**config.mk**
```make
export PLATFORM = sky130hd
export DESIGN_NAME = bfloat16_exponent_unit_top
export DESIGN_NICKNAME = d
export VERILOG_FILES = /design/src/bf16eu_pkg.sv /design/src/bfloat16_exponent_unit_top.sv
export SDC_FILE = /design/constraint.sdc
export NUM_CORES = 1
export LEC_CHECK = 0
export ABC_AREA = 1
export ABC_CLOCK_PERIOD_IN_PS = 17100
export BUFFER_PORTS_ARGS = -buffer_cell sky130_fd_sc_hd__buf_2
export CAP_MARGIN = 0
export CORE_MARGIN = 2
export CORE_UTILIZATION = 50
export DETAILED_ROUTE_END_ITERATION = 10
export GPL_ROUTABILITY_DRIVEN = 0
export PLACE_DENSITY = 0.73
export SLEW_MARGIN = 20
export SYNTH_ARGS = -nofsm -noshare
export SYNTH_HDL_FRONTEND = slang
export SYNTH_SLANG_ARGS = --single-unit
```
**constraint.sdc**
```tcl
create_clock -name clk -period 17.1 [get_ports clk]
set_input_delay 2.565 -clock clk [delete_from_list [all_inputs] [get_ports clk]]
set_output_delay 2.565 -clock clk [all_outputs]
set_load 0.03 [all_outputs]
```
**src/bf16eu_pkg.sv**
```systemverilog
package bf16eu_pkg;

  // Command codes carried by each input word.
  typedef enum logic [1:0] {
    CMD_GET   = 2'd0,
    CMD_SET   = 2'd1,
    CMD_SCALE = 2'd2,
    CMD_POW   = 2'd3
  } cmd_t;

  typedef enum logic [1:0] {
    CLS_FINITE = 2'd0,
    CLS_ZERO   = 2'd1,
    CLS_INFNAN = 2'd2,
    CLS_NONE   = 2'd3
  } cls_t;

  localparam logic [15:0] SIGN_BIT  = 16'h8000;
  localparam logic [15:0] EXP_FIELD = 16'h7F80;
  localparam logic [7:0]  EXP_ALL   = 8'hFF;
  localparam logic [7:0]  HIDDEN    = 8'h80;
  localparam int          BIAS      = 127;

  // Values carried from the first stage to the second.
  typedef struct packed {
    logic        vld;
    cmd_t        cmd;
    logic [15:0] w;
    logic [9:0]  e;       // exponent clamped to [-300, 300]
    logic        e_ge128;
    logic        e_lem127;
    logic [2:0]  p;       // leading one position of the significand
    logic [7:0]  sig;
  } st1_t;

  // Values carried from the second stage to the third.
  typedef struct packed {
    logic        vld;
    cmd_t        cmd;
    logic [15:0] w;
    logic [9:0]  e;
    logic        e_ge128;
    logic        e_lem127;
    logic [2:0]  p;
    logic [7:0]  sig;
    logic [10:0] ex;      // sig * 2^ex is the scaled value
    logic [10:0] u;       // unbiased exponent of the scaled value
  } st2_t;

endpackage

```
**src/bfloat16_exponent_unit_top.sv**
```systemverilog
// An accepted input word is registered in s1_r, then s2_r, then res_r, which drives its result word.
// Throughput: one word per cycle; the three-stage pipeline holds as a whole on out_stall.
// The stages are leading-one detect, exponent arithmetic, then shift, round and select.
// Reset: rst_n, synchronous and active low, clears the stage valid bits only.
module bfloat16_exponent_unit_top (
  input  logic                    clk,
  input  logic                    rst_n,
  input  logic                    in_valid,
  output logic                    in_stall,
  input  logic [1:0]              in_command,
  input  logic [15:0]             in_operand_bits,
  input  logic signed [15:0]      in_exponent_in,
  output logic                    out_valid,
  input  logic                    out_stall,
  output logic [15:0]             out_result_bits,
  output logic signed [7:0]       out_exponent_out,
  output logic [1:0]              out_exponent_class
);
  import bf16eu_pkg::*;

  st1_t        s1_r, s1_nxt;
  st2_t        s2_r, s2_nxt;
  logic        v3_r;
  logic [15:0] res_r, res_nxt;
  logic [7:0]  eo_r, eo_nxt;
  logic [1:0]  cls_r, cls_nxt;
  logic        adv;

  // The pipeline moves when the output is empty or being taken.
  assign adv      = !v3_r || !out_stall;
  assign in_stall = !adv;

  // Stage one: clamp the exponent and find the leading one.
  always_comb begin
    logic [7:0] be;
    s1_nxt          = '0;
    be              = in_operand_bits[14:7];
    s1_nxt.vld      = in_valid;
    s1_nxt.cmd      = cmd_t'(in_command);
    s1_nxt.w        = in_operand_bits;
    s1_nxt.e_ge128  = in_exponent_in >= 16'sd128;
    s1_nxt.e_lem127 = in_exponent_in <= -16'sd127;
    if (in_exponent_in > 16'sd300)       s1_nxt.e = 10'sd300;
    else if (in_exponent_in < -16'sd300) s1_nxt.e = -10'sd300;
    else                                 s1_nxt.e = in_exponent_in[9:0];
    s1_nxt.sig = (be == 8'd0) ? {1'b0, in_operand_bits[6:0]}
                              : (HIDDEN | {1'b0, in_operand_bits[6:0]});
    s1_nxt.p = 3'd0;
    for (int i = 1; i < 8; i++) begin
      if (s1_nxt.sig[i]) s1_nxt.p = 3'(i);
    end
  end

  // Stage two: exponent of the scaled value.
  always_comb begin
    logic [10:0] be1;
    be1         = (s1_r.w[14:7] == 8'd0) ? 11'd1 : {3'd0, s1_r.w[14:7]};
    s2_nxt.vld      = s1_r.vld;
    s2_nxt.cmd      = s1_r.cmd;
    s2_nxt.w        = s1_r.w;
    s2_nxt.e        = s1_r.e;
    s2_nxt.e_ge128  = s1_r.e_ge128;
    s2_nxt.e_lem127 = s1_r.e_lem127;
    s2_nxt.p        = s1_r.p;
    s2_nxt.sig      = s1_r.sig;
    s2_nxt.ex       = be1 - 11'd134 + {s1_r.e[9], s1_r.e};
    s2_nxt.u        = s2_nxt.ex + {8'd0, s1_r.p};
  end

  // Stage three: shift, round and choose the result for the command.
  always_comb begin
    logic [15:0] w, s;
    logic [6:0]  m;
    logic        isnan, isinf, iszero;
    logic signed [10:0] es, ex, u, k, sh;
    logic [15:0] q, rem, half, t;
    logic [3:0]  r;
    w = s2_r.w;
    s = w & SIGN_BIT;
    m = w[6:0];
    isinf  = (w[14:7] == EXP_ALL) && m == 7'd0;
    isnan  = (w[14:7] == EXP_ALL) && m != 7'd0;
    iszero = w[14:0] == 15'd0;
    es = {s2_r.e[9], s2_r.e};
    ex = s2_r.ex;
    u  = s2_r.u;
    k  = ex + 11'sd133;
    r  = 4'd0;
    q = '0; rem = '0; half = '0; t = '0;
    sh = -11'sd126 - es;
    res_nxt = '0;
    eo_nxt  = '0;
    cls_nxt = CLS_FINITE;
    case (s2_r.cmd)
      CMD_GET: begin
        if (w[14:7] == 8'd0) begin
          if (m != 7'd0) eo_nxt = 8'(-126);
          else           cls_nxt = CLS_ZERO;
        end else if (w[14:7] == EXP_ALL) begin
          cls_nxt = CLS_INFNAN;
        end else begin
          eo_nxt = w[14:7] - 8'(BIAS);
        end
      end
      CMD_SET: begin
        if (isnan || (isinf && s2_r.e_ge128)) res_nxt = w;
        else if (isinf && s2_r.e_lem127) res_nxt = s;
        else if (isinf) res_nxt = s | {1'b0, s2_r.e[7:0] + 8'(BIAS), 7'd0};
        else if (s2_r.e_ge128) res_nxt = s | EXP_FIELD;
        else if (iszero) res_nxt = s;
        else if (es >= -11'sd126)
          res_nxt = s | {1'b0, s2_r.e[7:0] + 8'(BIAS), m};
        else if (sh >= 11'sd8 || s2_r.e_lem127 && sh >= 11'sd8) res_nxt = s;
        else res_nxt = s | {9'd0, 7'((({1'b1, m}) >> sh[2:0]))};
      end
      CMD_SCALE: begin
        if (isnan || isinf || iszero) res_nxt = w;
        else if (u > 11'sd127) res_nxt = s | EXP_FIELD;
        else if (u >= -11'sd126)
          res_nxt = s | {1'b0, 8'(u[7:0] + 8'(BIAS)),
                         7'(s2_r.sig << (3'd7 - s2_r.p))};
        else if (k >= 11'sd0) res_nxt = s | {8'd0, 8'(s2_r.sig << k[2:0])};
        else if (k < -11'sd9) res_nxt = s;
        else begin
          r    = 4'(-k);
          q    = {8'd0, s2_r.sig} >> r;
          t    = (16'd1 << r) - 16'd1;
          rem  = {8'd0, s2_r.sig} & t;
          half = 16'd1 << (r - 4'd1);
          if (rem > half || (rem == half && q[0])) q = q + 16'd1;
          res_nxt = s | q;
        end
      end
      default: begin
        if (es > 11'sd127) res_nxt = EXP_FIELD;
        else if (es < -11'sd133) res_nxt = '0;
        else if (es < -11'sd126) res_nxt = 16'd1 << (es[2:0] + 3'd5);
        else res_nxt = {1'b0, s2_r.e[7:0] + 8'(BIAS), 7'd0};
      end
    endcase
  end

  // Pipeline registers; valid bits take reset.
  always_ff @(posedge clk) begin
    if (!rst_n) begin
      s1_r.vld <= 1'b0;
      s2_r.vld <= 1'b0;
      v3_r     <= 1'b0;
    end else if (adv) begin
      s1_r  <= s1_nxt;
      s2_r  <= s2_nxt;
      v3_r  <= s2_r.vld;
      res_r <= res_nxt;
      eo_r  <= eo_nxt;
      cls_r <= cls_nxt;
    end
  end

  assign out_valid          = v3_r;
  assign out_result_bits    = res_r;
  assign out_exponent_out   = eo_r;
  assign out_exponent_class = cls_r;

  // A word waiting at the output must not be overwritten.
  assert property (@(posedge clk) disable iff (!rst_n)
    out_valid && out_stall |=> out_valid && $stable(out_result_bits))
    else $error("output word lost under stall");
  // The input is held off only while a finished word waits at the output.
  assert property (@(posedge clk) disable iff (!rst_n)
    in_stall |-> out_valid && out_stall)
    else $error("input stalled without cause");
  // The class is never the unused code.
  assert property (@(posedge clk) disable iff (!rst_n)
    out_valid |-> out_exponent_class != CLS_NONE)
    else $error("unused class code");

endmodule
```
=== After elaboration in Yosys (flattened, before gate mapping) ===
Cells that the tools add are included.

* Add/subtract/negate cells: 14
* Magnitude comparators: 14
* Eq/ne operators: 4
* Shifts and indexed selects: 7
* Multiplexer cells: 38
* Bitwise operators: 7
* Reduce and logical (&&, ||, !) cells: 26

{| class="wikitable"
|+ Operators with widths
! cell !! number
|-
| 2-to-1 mux 16 bit || 22
|-
| bitwise OR 16 x 15 -> 16 bit || 3
|-
| case mux 16 bit (3 select lines) || 1
|-
| 2-to-1 mux 8 bit || 5
|-
| << shifter 1 x 4 -> 16 bit (first input constant) || 2
|-
| logical NOT 8 bit || 3
|-
| adder 16 x 1 -> 16 bit (second input constant) || 1
|-
| adder 8 x 7 -> 8 bit (second input constant) || 2
|-
| bitwise AND 8 x 16 -> 16 bit || 1
|-
| equality test 16 bit || 1
|-
| >= comparator 16 x 9 -> 1 bit (second input constant) || 1
|-
| greater-than comparator 16 x 10 -> 1 bit (second input constant) || 1
|-
| greater-than comparator 16 bit || 1
|-
| <= comparator 16 x 8 -> 1 bit (second input constant) || 1
|-
| less-than comparator 16 x 10 -> 1 bit (second input constant) || 1
|-
| bitwise OR 16 bit || 1
|-
| bitwise OR 16 x 7 -> 16 bit || 1
|-
| bitwise OR 16 x 8 -> 16 bit || 1
|-
| << shifter 1 x 3 -> 16 bit (first input constant) || 1
|-
| right shift 8 x 4 -> 16 bit || 1
|-
| subtractor 16 x 1 -> 16 bit (second input constant) || 1
|-
| logical NOT 15 bit || 1
|-
| 2-to-1 mux 2 bit || 6
|-
| adder 11 x 3 -> 11 bit || 1
|-
| other kinds (35) || 50
|}

* Register bits after elaboration: 133
* Input bits: 38
* Output and inout port bits: 28
* Word-level logic and storage cells: 135

=== Logic depth before layout (Yosys ltp) ===
Gate-level depths: netlist (run 1).

* Word-level depth: 22
* Depth in mapped cells: 27
* Mapped depth without buffers: 26

=== Worst setup path after synthesis (run 1) ===
Ideal clock, no wire load.

* Path kind: in2reg
* Start: input port out_stall
* End: register cls_r[0] (netlist: out_exponent_class[0]) (enable)
* Setup time: 593 ps
* Arrival: 7696 ps
* Required time: 16507 ps
* Setup slack: 8811 ps
* Stages: 3
* Path buffers: 0
* Path through: nand2_1 -> inv_1 -> nor2_1

* Word-level cells in the longest chain between the ends: 3

{| class="wikitable"
|+ RTL lines
! what !! RTL line !! RTL
|-
| start: declaration || bfloat16_exponent_unit_top.sv:14 || <nowiki>input logic out_stall,</nowiki>
|-
| logical NOT 1 bit || bfloat16_exponent_unit_top.sv:30 || <nowiki>assign adv = !v3_r || !out_stall;</nowiki>
|-
| logical OR 1 bit || bfloat16_exponent_unit_top.sv:30 ||
|-
| AND reduction 2 bit (no source line) || n/a ||
|-
| end signal: assignment || bfloat16_exponent_unit_top.sv:155 || <nowiki>cls_r <= cls_nxt;</nowiki>
|-
| end: declaration || bfloat16_exponent_unit_top.sv:26 || <nowiki>logic [1:0] cls_r, cls_nxt;</nowiki>
|}

No other way between the ends.
A chain may end at the register's enable or synchronous reset.

=== Worst setup path in the final report (run 1) ===
* Start: input port out_stall
* End: output port in_stall

* Word-level cells in the longest chain between the ends: 3

{| class="wikitable"
|+ RTL lines
! what !! RTL line !! RTL
|-
| logical NOT 1 bit || bfloat16_exponent_unit_top.sv:30 ||
|-
| logical OR 1 bit || bfloat16_exponent_unit_top.sv:30 ||
|-
| logical NOT 1 bit || bfloat16_exponent_unit_top.sv:31 || <nowiki>assign in_stall = !adv;</nowiki>
|-
| end: declaration || bfloat16_exponent_unit_top.sv:9 || <nowiki>output logic in_stall,</nowiki>
|}

No other way between the ends.

==> flow_metrics.tcl, run 1 <==
set metrics [dict create \
    critical_path.cell_chain "buf_2, nand2_1, inv_1, buf_2" \
    cpMostUsedCell "buf_2" \
    path_class "in2out" \
    combPwrFrac_pct 25.7 \
    rsz0062_at_grt "false" \
    dp_hpwl_um 14300 \
    synth_edf_count 116 \
    syn_nets 1131 \
    drt-pass1-iter-count 5 \
    cts_setup_buffers 0 \
    power_density_nw_per_um2 103 \
    grt_pass1_wl_um 31000 \
    yosys.area.top_type_share_pct 41.9 \
    power_frac_seq_pct 38.7 \
    crit_fanout 5 \
    tightest_slew_ns 0.884 \
    synth_seq_area_share_pct 42.6 \
    cts_tree "built" \
    ys_types 47 \
    final_cell_mix "nand2_1 (258), inv_1 (134), edfxtp_1 (116)" \
    ff_latch_area_um2 3540 \
    chipWidth_um 133 \
    outcome "completed" \
    synth-main-ff-cell "edfxtp_1" \
    synthCells 1047 \
    maxSlewViolCount 0 \
    ios 66 \
    async_flop_share_pct 0 \
    cts_buffers 17 \
    vias 7303 \
    clockBufferDepth 2 \
    grt_util_all_layers_pct 21.9 \
    design_area_um2 9420 \
    clk_pin_slew_worst_paths_ns 0.05 \
    slowest_delay_ns 0.23 \
    peakVddDrop_uv 80.4 \
    clkPwrFrac_pct 35.6 \
    maxCapViolCount 0 \
    avgSynthCellArea_um2 7.94 \
    synth.ff_latch_count 119 \
    viasPerCell 5.41 \
    fin_skew_ns 0.00600 \
    fin_util_pct 57.4 \
    drive_gt1_share_pct 11.9 \
    p_int_uw 651 \
    crit_path_start_kind "input port" \
    dieHeight_um 133 \
    p_leak_nw 4.20 \
    final_common_cell "nand2_1" \
    insertion_delay_ns 0.42 \
    critPathCaptureType "output port" \
    drt_iter0_markers 829 \
    cts_resized 0 \
    wl_per_cell_um 13.9 \
    postRouteAntennaNets 0 \
    nFillCells 1467 \
    htree_levels 4 \
    switching_share_pct 32.9 \
    min_period_ns 5.69 \
    synth_area_um2 8320 \
    arrival_ns 3.13 \
    fmax_ghz 0.176 \
    antenna_found_initial 0 \
    diodes 0 \
    finalNetCount 1200 \
    grt_pass1_vias 6511 \
    port_buffers 65 \
    slew_headroom_pct 41.1 \
    period_share_pct 33.3 \
    setup_viol 0 \
    hold_viol_final 0 \
    multi_input_area_um2 4130 \
    cts-root-buf "clkbuf_16" \
    dieArea_um2 17700 \
    num_rows 47 \
    grt_max_degree 74 \
    fin_tns_setup_ns 0 \
    synthToLayoutAreaGrowth_pct 13.2 \
    synth_top_area_cell "edfxtp_1" \
    required_ns 14.53 \
    drc_errors 0 \
    switchingPower_uw 320 \
    slowest_stage "buf_2" \
    core_um2 16400 \
    grt-ovfl-total 0 \
    yosysWarnings 0 \
    hold_buffers 0 \
    synth_area_leaders "edfxtp_1 (42%), nand2_1 (12%), ha_1 (6.6%), inv_1 (6.0%), nand3_1 (4.9%)" \
    postPlaceCellArea_um2 8840 \
    cts_sinks 119 \
    drt-total-wl_um 18800 \
    start_util_pct 50.7 \
    hp-class "reg2reg" \
]
==> Yosys cell counts, types with 11 or more instances <==
cell type and n:
a21oi_1 55, a31oi_1 11, edfxtp_1 116, ha_1 44, inv_1 134, nand2_1 258, nand3_1 82, nand4_1 16
nor2_1 98, nor3_1 17, o211ai_1 15, o21ai_0 68, o21ai_1 11, xor2_1 26
==> layer usage <==
layer	global-route usage, %	wire, µm
met5	0	0
met4	8.78	427
met3	3.75	1200
met1	30.2	8520
met2	34.3	8660
==> path summary, 6_finish.rpt <==
check	startpoint	endpoint	slack [ns]	cells past startpoint
max reg2reg	s2_r[13]	out_result_bits[3]	12.88	25
min	s1_r[40]	s2_r[62]	0.42	0
max	out_stall	in_stall	11.41	4
min reg2reg	s1_r[40]	s2_r[62]	0.42	0
==> through the flow <==
stage / hold WS, ns / worst slack, ns / cells / power [mW]
2_1_floorplan: 0.400 / 8.81 / 1047 / 0.571
3_3_place_gp: 0.402 / 11.43 / 1317 / 0.622
3_5_place_dp: 0.407 / 11.40 / 1317 / 0.627
4_1_cts: 0.421 / 11.40 / 1349 / 0.973
5_1_grt: 0.428 / 11.33 / 1349 / 1.03
6_report: 0.420 / 11.41 / 1349 / 0.971
==> final cells by class <==
cell class | instances | area share (%)
clock buffers | 19 | 4.60
clock inverters | 13 | 1.55
inverters | 144 | 5.77
multi-input cells | 767 | 43.9
flip-flops and latches | 119 | 37.6
well taps | 220 | 2.92
repair buffers | 67 | 3.61
==> kinds of logic after synthesis <==
logic type                 share of synthesized area, %
buffers and inverters                              7.76
DFF                                                42.6
and+or+nand+nor                                    26.5
adders and majority gates                          7.10
AOI/OAI and AO/OA                                  12.1
xor gates and xnor gates                           3.91
==> worst max-delay path: cells and delay by family <==
family | cells | cell delay [ns]
buf+inv | 3 | 0.48
simple gates | 1 | 0.08
==> registers in the layout, summed over array words and instances, names as in the netlist <==
register            cells
s2_r                   57
s1_r                   35
out_exponent_out        8
out_valid               1
out_exponent_class      2
out_result_bits        16
==> power by group through the flow <==
stage | Sequential, mW | Combinational, mW | Clock (mW)
final | 0.376 | 0.250 | 0.345
after global placement | 0.381 | 0.242 | 0
after global routing | 0.379 | 0.282 | 0.364
after floorplan | 0.387 | 0.184 | 0
after detailed placement | 0.381 | 0.245 | 0
after CTS | 0.376 | 0.247 | 0.351
No activity file was read; power rests on OpenSTA's default activity.
==> run 2: changes to the inputs <==
- ABC_CLOCK_PERIOD_IN_PS: 17100 -> 5300
- clock period: 17.1 -> 5.3 ns (I/O delays scaled with it)
==> flow_metrics.tcl, run 2 (synthesized netlist as in run 1, its figures left out) <==
set metrics [dict create \
    htree_levels 4 \
    clk_pin_slew_worst_paths_ns 0.06 \
    antenna_found_initial 0 \
    ff2ff_path_depth 25 \
    dieArea_um2 17700 \
    slowest_delay_ns 0.51 \
    design_area_um2 9440 \
    whs_path_depth 0 \
    hp-class "reg2reg" \
    cpMostUsedCell "nand2_1" \
    grt_pass1_wl_um 32000 \
    drt-pass1-iter-count 8 \
    drt_iter0_markers 831 \
    min_from "s1_r[27]" \
    fin_skew_ns 0.0111 \
    cp_top_family "simple AND/OR/NAND/NOR gates" \
    start_util_pct 50.7 \
    final_cell_mix "nand2_1 (258), inv_1 (134), edfxtp_1 (116)" \
    dp.cells 1318 \
    arrival_ns 4.19 \
    slew_headroom_pct 38.1 \
    p_leak_nw 4.22 \
    fin_hold_ws_ns 0.420 \
    chipWidth_um 133 \
    postPlaceCellArea_um2 8840 \
    grt_max_degree 77 \
    largest_reg_flops 57 \
    cts_resized 0 \
    drc_errors 0 \
    period_share_pct 75.9 \
    critPathCaptureType "flop" \
    required_ns 5.47 \
    peakVddDrop_uv 196 \
    slowest_stage "edfxtp_1" \
    critical_path_buf_inv_count 4 \
    grt-ovfl-total 0 \
    path_class "reg2reg" \
    largest-register "s2_r" \
    viasPerCell 5.46 \
    fin_util_pct 57.5 \
    cts_sinks 119 \
    port_buffers 65 \
    cts-root-buf "clkbuf_16" \
    synthToLayoutAreaGrowth_pct 13.5 \
    drive_gt1_share_pct 12.0 \
    dieHeight_um 133 \
    grt_pass1_vias 6558 \
    layout_setup_ws_ns 1.28 \
    r2r_slack_ns 1.28 \
    insertion_delay_ns 0.42 \
    maxSlewViolCount 0 \
    dp_hpwl_um 14700 \
    pre_cts_slack_ns 1.32 \
    cts_setup_buffers 0 \
    nFillCells 1447 \
    hold_buffers 0 \
    diodes 0 \
    finalNetCount 1201 \
    maxCapViolCount 0 \
    min_to "s2_r[49]" \
    hold_viol_final 0 \
    wl_per_cell_um 14.6 \
    fin_tns_setup_ns 0 \
    ios 66 \
    grt_util_all_layers_pct 22.7 \
    power_density_nw_per_um2 339 \
    min_period_ns 4.02 \
    r2r_end "out_result_bits[3]" \
    tightest_slew_ns 0.929 \
    core_um2 16400 \
    rsz0062_at_grt "false" \
    final_cells 1350 \
    power_mw 3.20 \
    timing.rr.start "s2_r[13]" \
    multi_input_area_um2 4130 \
    cts_tree "built" \
    outcome "completed" \
    clockBufferDepth 2 \
    cts_buffers 17 \
    drt-total-wl_um 19700 \
    crit_path_start_kind "flop" \
    ff_latch_area_um2 3540 \
    setup_viol 0 \
    vias 7376 \
    postRouteAntennaNets 0 \
    num_rows 47 \
    fmax_ghz 0.249 \
    crit_fanout 11 \
    final_common_cell "nand2_1" \
]
[run 2: area by class of cell]
type                       instances  share of cell area, %
multi-input combinational        767                   43.8
clock buffer                      18                   4.55
inverter                         144                   5.75
clock inverter                    14                   1.75
tap                              220                   2.92
timing repair buffer              68                   3.69
sequential                       119                   37.5
[run 2: routing by layer]
metal | global-route usage, % | part of all wire [%] | vias up
li1 | - | - | 3689
met1 | 32.1 | 45 | 3303
met2 | 34.8 | 44 | 337
met3 | 3.79 | 8.1 | 47
met4 | 9.56 | 3.0 | 0
met5 | 0 | 0 | -
[run 2: worst max-delay path by stage]
stage,start,to,slack [ns],cells after the start
2_1_floorplan,out_stall,out_exponent_class[0],0.75,3
4_1_cts,s2_r[13],out_result_bits[3],1.29,25
3_5_place_dp,s2_r[13],out_result_bits[3],1.32,25
3_3_place_gp,s2_r[13],out_result_bits[3],1.48,25
5_1_grt,s2_r[13],out_result_bits[3],0.81,25
6_report,s2_r[13],out_result_bits[3],1.28,25
[run 2: power breakdown]
group | internal (mW) | leakage [nW] | switching, mW
Combinational | 0.262 | 2.78 | 0.556
Sequential | 1.15 | 1.15 | 0.0699
Clock | 0.704 | 0.289 | 0.458
Total | 2.11 | 4.22 | 1.08
